[config.mk]
export PLATFORM = sky130hd
export DESIGN_NAME = single_wire_sensor_frame_decoder_core
export DESIGN_NICKNAME = d
export VERILOG_FILES = /design/src/hdl/swfd_pkg.sv /design/src/hdl/swfd_front.sv /design/src/hdl/swfd_back.sv /design/src/hdl/single_wire_sensor_frame_decoder_core.sv
export SDC_FILE = /design/constraint.sdc
export NUM_CORES = 1
export LEC_CHECK = 0
export BUFFER_PORTS_ARGS = -buffer_cell sky130_fd_sc_hd__buf_2
export CORE_UTILIZATION = 64
export CTS_CLUSTER_DIAMETER = 100
export DETAILED_ROUTE_END_ITERATION = 16
export GPL_TIMING_DRIVEN = 0
export PLACE_DENSITY = 0.91
export SLEW_MARGIN = 20
export SYNTH_ARGS = -nofsm -noshare
export SYNTH_HDL_FRONTEND = slang
export SYNTH_SLANG_ARGS = --single-unit
[constraint.sdc]
create_clock -name clk -period 10.74 [get_ports clk]
set_input_delay 0.537 -clock clk [delete_from_list [all_inputs] [get_ports clk]]
set_output_delay 0.537 -clock clk [all_outputs]
set_load 0.01 [all_outputs]
[src/hdl/swfd_pkg.sv]
// ---------------------------------------------------------------------------
// swfd_pkg
// Types and constants shared by the single-wire sensor frame decoder.
// ---------------------------------------------------------------------------
package swfd_pkg;

  localparam int BYTE_BITS   = 8;
  localparam int QUEUE_DEPTH = 2;

  localparam logic       OP_START              = 1'b0;
  localparam logic [7:0] FIRST_DATA_TRANSITION = 8'd4;

  localparam logic [7:0] TIMEOUT_COUNT_RESET     = 8'd255;
  localparam logic [7:0] ONE_BIT_THRESHOLD_RESET = 8'd40;
  localparam logic [7:0] MAX_TRANSITIONS_RESET   = 8'd85;

  typedef enum logic [1:0] {
    REG_TIMEOUT_COUNT     = 2'd0,
    REG_ONE_BIT_THRESHOLD = 2'd1,
    REG_MAX_TRANSITIONS   = 2'd2
  } cfg_reg_t;

  typedef enum logic {
    CMD_START  = 1'b0,
    CMD_SAMPLE = 1'b1
  } cmd_kind_t;

  typedef struct packed {
    logic op;
    logic pin_level;
  } in_item_t;

  typedef struct packed {
    logic [7:0] humidity_whole;
    logic [7:0] humidity_fraction;
    logic [7:0] temperature_whole;
    logic [7:0] temperature_fraction;
    logic [7:0] check_byte;
    logic       sum_ok;
    logic [5:0] bits_received;
    logic       timed_out;
  } out_item_t;

  typedef struct packed {
    cmd_kind_t kind;
    logic      level;
  } cmd_t;

  typedef struct packed {
    logic [7:0] timeout_count;
    logic [7:0] one_bit_threshold;
    logic [7:0] max_transitions;
  } cfg_t;

endpackage

[src/hdl/swfd_front.sv]
// ---------------------------------------------------------------------------
// swfd_front
// Accepts input transfers, classifies them as start or sample commands and
// holds them in a short queue for the decode stage.
// ---------------------------------------------------------------------------
module swfd_front (
  input  logic               clk,
  input  logic               rst,
  input  logic               in_valid,
  output logic               in_stall,
  input  swfd_pkg::in_item_t in_data,
  output logic               cmd_valid,
  output swfd_pkg::cmd_t     cmd,
  input  logic               cmd_pop
);

  localparam int PtrW = (swfd_pkg::QUEUE_DEPTH > 1) ? $clog2(swfd_pkg::QUEUE_DEPTH) : 1;
  localparam int CntW = $clog2(swfd_pkg::QUEUE_DEPTH + 1);
  localparam logic [PtrW-1:0] LastPtr = PtrW'(swfd_pkg::QUEUE_DEPTH - 1);
  localparam logic [CntW-1:0] FullCnt = CntW'(swfd_pkg::QUEUE_DEPTH);

  swfd_pkg::cmd_t  queue [swfd_pkg::QUEUE_DEPTH];
  swfd_pkg::cmd_t  cmd_in;
  logic [PtrW-1:0] wr_ptr;
  logic [PtrW-1:0] rd_ptr;
  logic [CntW-1:0] count;
  logic            push;
  logic            pop;

  always_comb begin
    cmd_in.kind  = (in_data.op == swfd_pkg::OP_START) ? swfd_pkg::CMD_START
                                                       : swfd_pkg::CMD_SAMPLE;
    cmd_in.level = in_data.pin_level;
  end

  assign in_stall  = (count == FullCnt);
  assign push      = in_valid && !in_stall;
  assign cmd_valid = (count != '0);
  assign pop       = cmd_pop && cmd_valid;
  assign cmd       = queue[rd_ptr];

  always_ff @(posedge clk) begin
    if (push) begin
      queue[wr_ptr] <= cmd_in;
    end
  end

  always_ff @(posedge clk) begin
    if (rst) begin
      wr_ptr <= '0;
      rd_ptr <= '0;
      count  <= '0;
    end else begin
      if (push) begin
        wr_ptr <= (wr_ptr == LastPtr) ? '0 : wr_ptr + 1'b1;
      end
      if (pop) begin
        rd_ptr <= (rd_ptr == LastPtr) ? '0 : rd_ptr + 1'b1;
      end
      if (push && !pop) begin
        count <= count + 1'b1;
      end else if (pop && !push) begin
        count <= count - 1'b1;
      end
    end
  end

endmodule

[src/hdl/swfd_back.sv]
// ---------------------------------------------------------------------------
// swfd_back
// Runs the pulse-width decode on queued commands and registers the frame
// result until the output transfer completes.
// ---------------------------------------------------------------------------
module swfd_back #(
  parameter int FRAME_BYTES = 5
) (
  input  logic                clk,
  input  logic                rst,
  input  swfd_pkg::cfg_t      cfg,
  input  logic                cmd_valid,
  input  swfd_pkg::cmd_t      cmd,
  output logic                cmd_pop,
  output logic                out_valid,
  input  logic                out_stall,
  output swfd_pkg::out_item_t out_data
);

  localparam int TotalBitsInt = FRAME_BYTES * swfd_pkg::BYTE_BITS;
  localparam int BW           = $clog2(TotalBitsInt + 1);
  localparam int SelW         = BW - $clog2(swfd_pkg::BYTE_BITS);
  localparam int DataBytes    = (FRAME_BYTES - 1 < 4) ? FRAME_BYTES - 1 : 4;
  localparam logic [BW-1:0] TotalBits = BW'(TotalBitsInt);

  logic [7:0]    frame_bytes [FRAME_BYTES];
  logic          previous_level;
  logic [7:0]    run_length;
  logic [7:0]    transition_index;
  logic [BW-1:0] bit_index;
  logic          frame_active;

  logic [7:0]    bytes_next [FRAME_BYTES];
  logic [BW-1:0] bit_index_next;
  logic [7:0]    run_inc;
  logic [7:0]    trans_next;
  logic [SelW-1:0] byte_sel;
  logic          do_start;
  logic          do_sample;
  logic          same_level;
  logic          data_edge;
  logic          bit_val;
  logic          timeout_hit;
  logic          limit_hit;
  logic          finish;
  logic          slot_free;
  logic          consume;
  logic [7:0]    sum;
  logic [7:0]    low_bytes [4];
  swfd_pkg::out_item_t result;

  always_comb begin
    do_start    = (cmd.kind == swfd_pkg::CMD_START);
    do_sample   = (cmd.kind == swfd_pkg::CMD_SAMPLE) && frame_active;
    same_level  = (cmd.level == previous_level);
    run_inc     = run_length + 8'd1;
    trans_next  = transition_index + 8'd1;
    byte_sel    = bit_index[BW-1:BW-SelW];
    data_edge   = (transition_index >= swfd_pkg::FIRST_DATA_TRANSITION) &&
                  !transition_index[0] && (bit_index < TotalBits);
    bit_val     = (run_length > cfg.one_bit_threshold);
    timeout_hit = do_sample && same_level && (run_inc == cfg.timeout_count);
    limit_hit   = do_sample && !same_level && (trans_next >= cfg.max_transitions);
    finish      = timeout_hit || limit_hit;
    slot_free   = !out_valid || !out_stall;
    consume     = cmd_valid && (!finish || slot_free);

    bit_index_next = bit_index;
    for (int k = 0; k < FRAME_BYTES; k++) begin
      bytes_next[k] = frame_bytes[k];
      if (do_sample && !same_level && data_edge && (int'(byte_sel) == k)) begin
        bytes_next[k] = {frame_bytes[k][6:0], bit_val};
      end
    end
    if (do_sample && !same_level && data_edge) begin
      bit_index_next = bit_index + 1'b1;
    end

    sum = '0;
    for (int k = 0; k < FRAME_BYTES - 1; k++) begin
      sum = sum + bytes_next[k];
    end
    for (int k = 0; k < 4; k++) begin
      low_bytes[k] = '0;
    end
    for (int k = 0; k < DataBytes; k++) begin
      low_bytes[k] = bytes_next[k];
    end

    result.humidity_whole       = low_bytes[0];
    result.humidity_fraction    = low_bytes[1];
    result.temperature_whole    = low_bytes[2];
    result.temperature_fraction = low_bytes[3];
    result.check_byte           = bytes_next[FRAME_BYTES-1];
    result.sum_ok               = (sum == bytes_next[FRAME_BYTES-1]);
    result.bits_received        = 6'(bit_index_next);
    result.timed_out            = timeout_hit;
  end

  assign cmd_pop = consume;

  // decode state
  always_ff @(posedge clk) begin
    if (rst) begin
      previous_level   <= 1'b1;
      run_length       <= '0;
      transition_index <= '0;
      bit_index        <= '0;
      frame_active     <= 1'b0;
      for (int k = 0; k < FRAME_BYTES; k++) begin
        frame_bytes[k] <= '0;
      end
    end else if (consume) begin
      if (do_start) begin
        previous_level   <= 1'b1;
        run_length       <= '0;
        transition_index <= '0;
        bit_index        <= '0;
        frame_active     <= 1'b1;
        for (int k = 0; k < FRAME_BYTES; k++) begin
          frame_bytes[k] <= '0;
        end
      end else if (do_sample) begin
        if (same_level) begin
          run_length <= run_inc;
        end else begin
          previous_level   <= cmd.level;
          run_length       <= '0;
          transition_index <= trans_next;
          bit_index        <= bit_index_next;
          for (int k = 0; k < FRAME_BYTES; k++) begin
            frame_bytes[k] <= bytes_next[k];
          end
        end
        if (finish) begin
          frame_active <= 1'b0;
        end
      end
    end
  end

  // result register
  always_ff @(posedge clk) begin
    if (rst) begin
      out_valid <= 1'b0;
    end else if (consume && finish) begin
      out_valid <= 1'b1;
    end else if (!out_stall) begin
      out_valid <= 1'b0;
    end
  end

  always_ff @(posedge clk) begin
    if (consume && finish) begin
      out_data <= result;
    end
  end

endmodule

[src/hdl/single_wire_sensor_frame_decoder_core.sv]
// ---------------------------------------------------------------------------
// single_wire_sensor_frame_decoder_core
// Decodes pulse-width coded frames from a single-wire humidity and
// temperature sensor, one pin sample per input transfer.
// ---------------------------------------------------------------------------
// The block takes one input transfer every clock while in_stall is low: a
// start command or one sample of the data pin. Transfers enter a two-entry
// command queue and the decode stage retires one command per clock, so a
// sample is decoded once it reaches the queue head and a frame result is
// valid on the cycle after that. A result sits in the output register until
// its transfer completes; the decode stage only waits when the command that
// ends a frame finds that register still full, and in_stall rises once the
// queue fills behind it. Registers are written through cfg_write, cfg_index
// and cfg_data, with no read-back; indexes past the last register are ignored.
module single_wire_sensor_frame_decoder_core #(
  parameter int FRAME_BYTES = 5
) (
  input  logic                clk,
  input  logic                rst,
  input  logic                in_valid,
  output logic                in_stall,
  input  swfd_pkg::in_item_t  in_data,
  output logic                out_valid,
  input  logic                out_stall,
  output swfd_pkg::out_item_t out_data,
  input  logic                cfg_write,
  input  logic [1:0]          cfg_index,
  input  logic [7:0]          cfg_data
);

  swfd_pkg::cfg_t cfg;
  logic           cmd_valid;
  swfd_pkg::cmd_t cmd;
  logic           cmd_pop;

  always_ff @(posedge clk) begin
    if (rst) begin
      cfg.timeout_count     <= swfd_pkg::TIMEOUT_COUNT_RESET;
      cfg.one_bit_threshold <= swfd_pkg::ONE_BIT_THRESHOLD_RESET;
      cfg.max_transitions   <= swfd_pkg::MAX_TRANSITIONS_RESET;
    end else if (cfg_write) begin
      case (swfd_pkg::cfg_reg_t'(cfg_index))
        swfd_pkg::REG_TIMEOUT_COUNT:     cfg.timeout_count     <= cfg_data;
        swfd_pkg::REG_ONE_BIT_THRESHOLD: cfg.one_bit_threshold <= cfg_data;
        swfd_pkg::REG_MAX_TRANSITIONS:   cfg.max_transitions   <= cfg_data;
        default: begin
        end
      endcase
    end
  end

  swfd_front u_front (
    .clk       (clk),
    .rst       (rst),
    .in_valid  (in_valid),
    .in_stall  (in_stall),
    .in_data   (in_data),
    .cmd_valid (cmd_valid),
    .cmd       (cmd),
    .cmd_pop   (cmd_pop)
  );

  swfd_back #(
    .FRAME_BYTES (FRAME_BYTES)
  ) u_back (
    .clk       (clk),
    .rst       (rst),
    .cfg       (cfg),
    .cmd_valid (cmd_valid),
    .cmd       (cmd),
    .cmd_pop   (cmd_pop),
    .out_valid (out_valid),
    .out_stall (out_stall),
    .out_data  (out_data)
  );

endmodule

==> results of run 1 <==
cells in the final DEF, fill, tap and decap left out, drive strengths merged, types with 4 or more instances in the layout:
master  instances
a211o           4
a21o            5
a21oi          32
and3            4
buf            74
clkbuf         28
clkinv          8
dfxtp          54
edfxtp         92
fa             14
ha             28
inv            76
mux2           12
mux2i          44
nand2          38
nand3          14
nand3b          7
nand4           8
nor2           74
nor2b          18
o211ai          4
o21ai          22
or3             8
xnor2          30
xor2           14
registers in the layout, summed over array words and instances (netlist names), named ones only:
register                 flops
cfg                         24
u_back.bit_index             6
u_back.frame_active          1
u_back.frame_bytes          40
u_back.out_data             48
u_back.out_valid             1
u_back.previous_level        1
u_back.run_length            8
u_back.transition_index      8
u_front.count                2
u_front.queue                4
u_front.rd_ptr               1
u_front.wr_ptr               1
through the flow:
step                cells  hold slack, ns  setup slack, ns  area, µm²
floorplan             658           0.451             6.27       7400
global placement      863           0.465             5.79       7910
detailed placement    864           0.482             5.63       7930
CTS                   895           0.303             5.55       8470
global route          895           0.306             5.26       8470
finish                895           0.311             5.57       8470
how the worst max path moves through the flow:
stage / cells past startpoint / startpoint / to
finish: 18 / register / u_back.out_data[7]
global placement: 18 / register / u_back.out_data[7]
detailed placement: 18 / register / u_back.out_data[7]
CTS: 18 / register / u_back.out_data[7]
floorplan: 18 / register / u_back.out_data[7]
global route: 18 / register / u_back.out_data[7]
layout make-up:
type                    instances  share of cell area (%)
well taps                     140                    2.07
inverters                      75                    3.32
clock inverters                12                    1.37
plain buffers                  17                    1.02
multi-input cells             420                    37.7
clock buffers                  19                    5.11
flip-flops and latches        146                    45.4
repair buffers                 66                    4.08
power by group through the flow:
stage	clock network (mW)	logic [mW]	registers, mW
floorplan	0	0.453	0.700
global placement	0	0.541	0.707
detailed placement	0	0.576	0.713
CTS	0.559	0.595	0.702
global route	0.584	0.647	0.708
finish	0.564	0.598	0.703
metal layers:
layer / up-vias / routed length [µm] / part of all wire (%) / GRT usage, %
met5: - / 0 / 0 / 0
met2: 214 / 8910 / 54 / 53.7
met3: 60 / 841 / 5.1 / 6.11
li1: 2452 / - / - / -
met1: 2603 / 6210 / 37 / 32.4
met4: 0 / 643 / 3.9 / 16.6
cells by family after synthesis:
group	after synthesis	share of synthesized area, %
simple gates	189	12.8
flops	146	51.9
buf+inv	92	4.97
compound gates	88	8.08
mux	56	7.92
xor+xnor	45	5.76
fa+ha+maj	42	8.52
critical path, stage by stage (launching register included):
cell and delay (ns):
dfxtp_1 0.39, mux2i_2 0.46, xnor2_4 0.23, nand4_2 0.37, mux2i_1 0.47, fa_1 0.49
fa_1 0.53, inv_1 0.05, ha_1 0.21, inv_1 0.08, fa_1 0.22, inv_1 0.08
a21o_1 0.18, a21oi_1 0.24, o21bai_1 0.10, a21oi_1 0.17, xnor3_1 0.25, xnor2_1 0.16
a2111oi_2 0.31
==> run_summary.xml, run 1 <==
<?xml version="1.0" encoding="UTF-8"?>
<metrics>
  <group name="clock_tree">
    <metric name="cts-root-buf" unit="">clkbuf_16</metric>
    <metric name="number_of_levels_the_h_tree_was_split_into" unit="">4</metric>
    <metric name="clk_path_buf_depth" unit="">2</metric>
    <metric name="post_cts_resize_count" unit="">0</metric>
    <metric name="clock_sink_count" unit="">146</metric>
    <metric name="cts-hold-fix-buffers" unit="">0</metric>
    <metric name="clkLatencyLatePin" unit="ns">0.42</metric>
    <metric name="cts_setup_buffers" unit="">0</metric>
    <metric name="cts_tree" unit="">yes</metric>
    <metric name="worst_setup_hold_path_clk_slew" unit="ns">0.06</metric>
    <metric name="cts_made_buffers" unit="">17</metric>
  </group>
  <group name="synth">
    <metric name="synth.top_cell.area_share" unit="%">37.3</metric>
    <metric name="synth_top_cells_by_area" unit="">edfxtp_1, dfxtp_1, mux2i_1</metric>
    <metric name="post_synth_most_frequent_cells" unit="">edfxtp_1, inv_1, nor2_1</metric>
    <metric name="primary_ff_master_synth" unit="">edfxtp_1</metric>
    <metric name="avgSynthCellArea" unit="µm²">11.3</metric>
    <metric name="postSynthCellCount" unit="">658</metric>
    <metric name="postSynthRegisterBits" unit="">146</metric>
    <metric name="async_reset_ff_share" unit="%">0</metric>
    <metric name="yosysTopAreaCell" unit="">edfxtp_1</metric>
    <metric name="mappedNetlistArea" unit="µm²">7400</metric>
    <metric name="synth.distinct_cells" unit="">61</metric>
    <metric name="yosys.cell_count.top_type" unit="">edfxtp_1</metric>
    <metric name="mappedNetlistNets" unit="">717</metric>
    <metric name="number_of_flops_mapped_to_enable_cells_by_yosys" unit="">92</metric>
    <metric name="proportion_of_synthesized_chip_area_in_sequential_cells" unit="%">51.9</metric>
    <metric name="yosysWarnings" unit="">0</metric>
  </group>
  <group name="power">
    <metric name="netSwitchingFraction" unit="%">33.1</metric>
    <metric name="power.total" unit="mW">1.87</metric>
    <metric name="internal_power" unit="mW">1.25</metric>
    <metric name="pwr-share-comb" unit="%">32.0</metric>
    <metric name="clock_power_share" unit="%">30.3</metric>
    <metric name="pwr_density_cell" unit="nW/µm²">220</metric>
    <metric name="vdd_ir_drop_max" unit="V">0.000122</metric>
    <metric name="seqPwrFrac" unit="%">37.7</metric>
    <metric name="power.switching" unit="mW">0.617</metric>
    <metric name="pleak" unit="nW">3.76</metric>
  </group>
  <group name="setup_path">
    <metric name="setup.worst_path.start_class" unit="">register</metric>
    <metric name="regToRegEndpoint" unit="">u_back.out_data[7]</metric>
    <metric name="r2r.worst_path.cells" unit="">18</metric>
    <metric name="crit_type" unit="">register to register</metric>
    <metric name="cp.required" unit="ns">10.96</metric>
    <metric name="critPathCaptureType" unit="">register</metric>
    <metric name="worstPathArrival" unit="ns">5.39</metric>
    <metric name="critical_path.max_fanout" unit="">9</metric>
    <metric name="r2r_setup_slack" unit="ns">5.57</metric>
  </group>
  <group name="sta">
    <metric name="final_setup_vio_count" unit="">0</metric>
    <metric name="worst_slew_pin_slew" unit="ns">1.01</metric>
    <metric name="clock_skew" unit="ns">0.00731</metric>
    <metric name="slew-limit-headroom" unit="%">32.4</metric>
    <metric name="rsz_0062_raised_after_global_routing" unit="">no</metric>
    <metric name="maxSlewViolCount" unit="">0</metric>
    <metric name="finalSetupTns" unit="ns">0</metric>
    <metric name="finalWorstPathRequiredPeriod" unit="ns">5.17</metric>
    <metric name="period_share" unit="%">48.2</metric>
    <metric name="timing.final.hold_violations" unit="">0</metric>
    <metric name="fmaxAchievable" unit="GHz">0.193</metric>
  </group>
  <group name="floorplan">
    <metric name="die_w" unit="µm">110</metric>
    <metric name="core_area" unit="µm²">11100</metric>
    <metric name="die_h" unit="µm">110</metric>
    <metric name="start_util" unit="%">66.8</metric>
    <metric name="top_level_ports" unit="">67</metric>
    <metric name="dieArea" unit="µm²">12000</metric>
    <metric name="rows" unit="">38</metric>
  </group>
  <group name="cells_and_area">
    <metric name="final_net_count" unit="">802</metric>
    <metric name="multi_input_comb_area" unit="µm²">3190</metric>
    <metric name="post_route_cells_drive_above_1_share" unit="%">17.4</metric>
    <metric name="utilization" unit="%">76.5</metric>
    <metric name="syn_to_final_growth" unit="%">14.4</metric>
    <metric name="register_area" unit="µm²">3840</metric>
    <metric name="num-fill-cells" unit="">652</metric>
    <metric name="antenna_cells_inserted" unit="">0</metric>
  </group>
  <group name="flow_run">
    <metric name="max-cap-violations" unit="">0</metric>
  </group>
  <group name="global_routing">
    <metric name="grt_pass1_wl" unit="mm">26.6</metric>
    <metric name="number_of_global_route_vias_before_repair" unit="">5521</metric>
    <metric name="globalRouteOverflowTotal" unit="">0</metric>
    <metric name="antenna_found_initial" unit="">0</metric>
    <metric name="groute.usage.overall" unit="%">29.7</metric>
    <metric name="grt_max_degree" unit="">48</metric>
  </group>
  <group name="drt">
    <metric name="antenna_left" unit="">0</metric>
    <metric name="first_iter_violations" unit="">450</metric>
    <metric name="postRouteWirelength" unit="mm">16.6</metric>
    <metric name="routed-via-count" unit="">5329</metric>
    <metric name="post-route-drc-count" unit="">0</metric>
    <metric name="post_dr_wirelength_cell" unit="µm">18.6</metric>
    <metric name="router_iterations_before_antenna_repair" unit="">5</metric>
    <metric name="post_drt_via_cell_ratio" unit="">5.95</metric>
  </group>
  <group name="worst_hold_path">
    <metric name="hold_end" unit="">u_front.queue[1][1]</metric>
    <metric name="worstHoldStart" unit="">in_data[1]</metric>
    <metric name="worst_hold_path.num_cells" unit="">1</metric>
    <metric name="hp-class" unit="">input port to register</metric>
  </group>
  <group name="place">
    <metric name="final_estimated_routing_congestion_in_global_placement" unit="">0.863</metric>
    <metric name="io_buffer_count" unit="">65</metric>
    <metric name="post-dp-hpwl" unit="mm">11.5</metric>
  </group>
  <group name="status">
    <metric name="outcome" unit="">completed</metric>
  </group>
</metrics>
(Power assumes the default switching activity.)
==> run 2: changes to the inputs <==
CORE_UTILIZATION = 60   (was 64)
PLACE_DENSITY = 0.86   (was 0.91)
clock period = 5.4 ns   (was 10.74 ns; I/O delays follow)
==> run 2 against run 1 <==
  * Critical path depth unchanged
  * Fmax increased by 1.5%
  * First-iteration DRC count decreased by 27%
  * Sequential share of layout area decreased by 0.23 points
  * Core utilization decreased by 5.6 points
  * Final cell count increased by 0.89%
  * Worst hold slack got worse by 0.28 ns
  * Critical path type unchanged
  * Non-clock buffer count unchanged
  * Sequential power increased by 99%
  * Via count decreased by 4.1%
==> run_summary.xml, run 2 (same netlist as run 1, synthesis figures left out) <==
<?xml version="1.0" encoding="UTF-8"?>
<metrics>
  <group name="status">
    <metric name="outcome" unit="">completed</metric>
  </group>
  <group name="clock_tree">
    <metric name="cts-hold-fix-buffers" unit="">0</metric>
    <metric name="cts_made_buffers" unit="">17</metric>
    <metric name="worst_setup_hold_path_clk_slew" unit="ns">0.06</metric>
    <metric name="cts-root-buf" unit="">clkbuf_16</metric>
    <metric name="cts_tree" unit="">yes</metric>
    <metric name="number_of_levels_the_h_tree_was_split_into" unit="">4</metric>
    <metric name="clkLatencyLatePin" unit="ns">0.43</metric>
    <metric name="clock_sink_count" unit="">146</metric>
    <metric name="clk_path_buf_depth" unit="">2</metric>
  </group>
  <group name="cells_and_area">
    <metric name="syn_to_final_growth" unit="%">15.0</metric>
    <metric name="layout.cell_area.non_filler" unit="µm²">8520</metric>
    <metric name="antenna_cells_inserted" unit="">0</metric>
    <metric name="highest_count_cells_in_the_layout_ignoring_fill_and_taps" unit="">edfxtp_1, nor2_1, inv_1</metric>
    <metric name="final_net_count" unit="">802</metric>
    <metric name="layout.cells.most_common" unit="">edfxtp_1</metric>
    <metric name="largest_register_ff_count" unit="">48</metric>
    <metric name="top_register" unit="">u_back.out_data</metric>
    <metric name="post_route_cells_drive_above_1_share" unit="%">17.3</metric>
    <metric name="layout.cells.non_filler" unit="">903</metric>
    <metric name="num-fill-cells" unit="">811</metric>
    <metric name="layout_top_registers" unit="">u_back.out_data: 48 flops, u_back.frame_bytes: 40 flops, cfg: 24 flops</metric>
  </group>
  <group name="drt">
    <metric name="first_iter_violations" unit="">329</metric>
    <metric name="post_dr_wirelength_cell" unit="µm">16.8</metric>
    <metric name="postRouteWirelength" unit="mm">15.2</metric>
    <metric name="antenna_left" unit="">0</metric>
    <metric name="router_iterations_before_antenna_repair" unit="">7</metric>
    <metric name="post_drt_via_cell_ratio" unit="">5.66</metric>
    <metric name="post-route-drc-count" unit="">0</metric>
    <metric name="routed-via-count" unit="">5108</metric>
  </group>
  <group name="power">
    <metric name="pleak" unit="nW">3.73</metric>
    <metric name="pwr_density_cell" unit="nW/µm²">432</metric>
    <metric name="vdd_ir_drop_max" unit="V">0.000290</metric>
    <metric name="power.total" unit="mW">3.68</metric>
  </group>
  <group name="setup_path">
    <metric name="cp.required" unit="ns">5.63</metric>
    <metric name="regToRegEndpoint" unit="">u_back.out_data[7]</metric>
    <metric name="critPathCaptureType" unit="">register</metric>
    <metric name="setup.worst_path.start_class" unit="">register</metric>
    <metric name="setup.worst_path.end" unit="">u_back.out_data[7]</metric>
    <metric name="worstPathArrival" unit="ns">5.32</metric>
    <metric name="critical_path.max_fanout" unit="">9</metric>
    <metric name="r2r.worst_path.cells" unit="">18</metric>
    <metric name="r2r_setup_slack" unit="ns">0.30</metric>
    <metric name="crit_type" unit="">register to register</metric>
  </group>
  <group name="global_routing">
    <metric name="groute.usage.overall" unit="%">25.3</metric>
    <metric name="antenna_found_initial" unit="">0</metric>
    <metric name="grt_pass1_wl" unit="mm">24.5</metric>
    <metric name="number_of_global_route_vias_before_repair" unit="">5289</metric>
    <metric name="globalRouteOverflowTotal" unit="">0</metric>
    <metric name="grt_max_degree" unit="">48</metric>
  </group>
  <group name="place">
    <metric name="place_area" unit="µm²">7930</metric>
    <metric name="dp_cells" unit="">871</metric>
    <metric name="final_estimated_routing_congestion_in_global_placement" unit="">0.832</metric>
    <metric name="post-dp-hpwl" unit="mm">10.9</metric>
    <metric name="io_buffer_count" unit="">65</metric>
  </group>
  <group name="floorplan">
    <metric name="die_h" unit="µm">113</metric>
    <metric name="rows" unit="">40</metric>
    <metric name="core_area" unit="µm²">12000</metric>
    <metric name="top_level_ports" unit="">67</metric>
    <metric name="die_w" unit="µm">113</metric>
    <metric name="dieArea" unit="µm²">12800</metric>
    <metric name="start_util" unit="%">61.6</metric>
  </group>
  <group name="sta">
    <metric name="period_share" unit="%">94.4</metric>
    <metric name="fmaxAchievable" unit="GHz">0.196</metric>
    <metric name="slew-limit-headroom" unit="%">31.1</metric>
    <metric name="final_setup_vio_count" unit="">0</metric>
    <metric name="hold_slack" unit="ns">0.0318</metric>
    <metric name="finalSetupTns" unit="ns">0</metric>
    <metric name="clock_skew" unit="ns">0.00892</metric>
    <metric name="worst_slew_pin_slew" unit="ns">1.03</metric>
    <metric name="finalWorstPathRequiredPeriod" unit="ns">5.10</metric>
    <metric name="maxSlewViolCount" unit="">0</metric>
    <metric name="rsz_0062_raised_after_global_routing" unit="">no</metric>
    <metric name="timing.final.hold_violations" unit="">0</metric>
  </group>
  <group name="worst_hold_path">
    <metric name="hp-class" unit="">input port to register</metric>
  </group>
  <group name="flow_run">
    <metric name="max-cap-violations" unit="">0</metric>
  </group>
</metrics>
==> run 2: cell count changes in the layout (fill, tap and decap cells not counted), moves of 2 or more <==
cell      before  now
clkinv_2       4    1
nand4_4        1    3
clkbuf_8       0    2
clkbuf_1      11   16
nand4_2        3    1
mux2i_2        3    6
mux2i_1       41   38
==> run 2: report_power, final <==
part,leakage [nW],switching (mW),internal [mW]
Combinational,2.11,0.689,0.492
Clock,0.266,0.424,0.681
Sequential,1.35,0.0782,1.32
==> run 2: metrics by stage <==
step	util (%)	worst slack [ns]
global placement	65.9	0.464
CTS	70.7	0.225
detailed placement	66.1	0.309
floorplan	-	0.930
global route	70.9	0.0596
finish	70.9	0.305
==> run 2: metal layers <==
layer | vias up | share of wire (%) | track usage [%]
met1 | 2471 | 40 | 27.4
met2 | 147 | 53 | 45.5
met4 | 0 | 3.6 | 14.3
met5 | - | 0 | 0
met3 | 41 | 4.2 | 6.11
li1 | 2449 | - | -
==> run 2: cell type report <==
class                      instances  area [µm²]  share of cell area [%]
buffer                            17        86.3                    1.01
clock buffer                      27         504                    5.92
clock inverter                     5        50.0                   0.588
inverter                          75         282                    3.31
multi-input combinational        420        3220                    37.8
sequential                       146        3840                    45.1
tap                              147         184                    2.16
timing repair buffer              66         345                    4.05
==> run 2: worst max-delay path, stage by stage (launching register included) <==
cell and delay, ns:
dfxtp_1 0.41, mux2i_2 0.46, xnor2_4 0.25, nand4_4 0.28
mux2i_2 0.40, fa_1 0.54, fa_1 0.53, inv_1 0.04
ha_1 0.20, inv_1 0.07, fa_1 0.22, inv_1 0.07
a21o_1 0.18, a21oi_1 0.23, xnor2_1 0.21, xnor2_1 0.16
a22o_1 0.14, nand4_1 0.12, a2111oi_2 0.37
==> run 2: repair_timing <==
action | in CTS | in global routing
endpoints found under the setup margin | 0 | 1
gates resized for setup | 0 | 5
setup buffers | 0 | 0
==> run 2: worst min path at each step <==
stage,startpoint,end,cells past startpoint
after floorplan,in_data[0],u_front.queue[0][0],0
after global routing,in_data[1],u_front.queue[0][1],1
after detailed placement,in_data[0],u_front.queue[0][0],1
after CTS,in_data[0],u_front.queue[0][0],1
after global placement,in_data[0],u_front.queue[1][0],1
final,in_data[1],u_front.queue[0][1],1
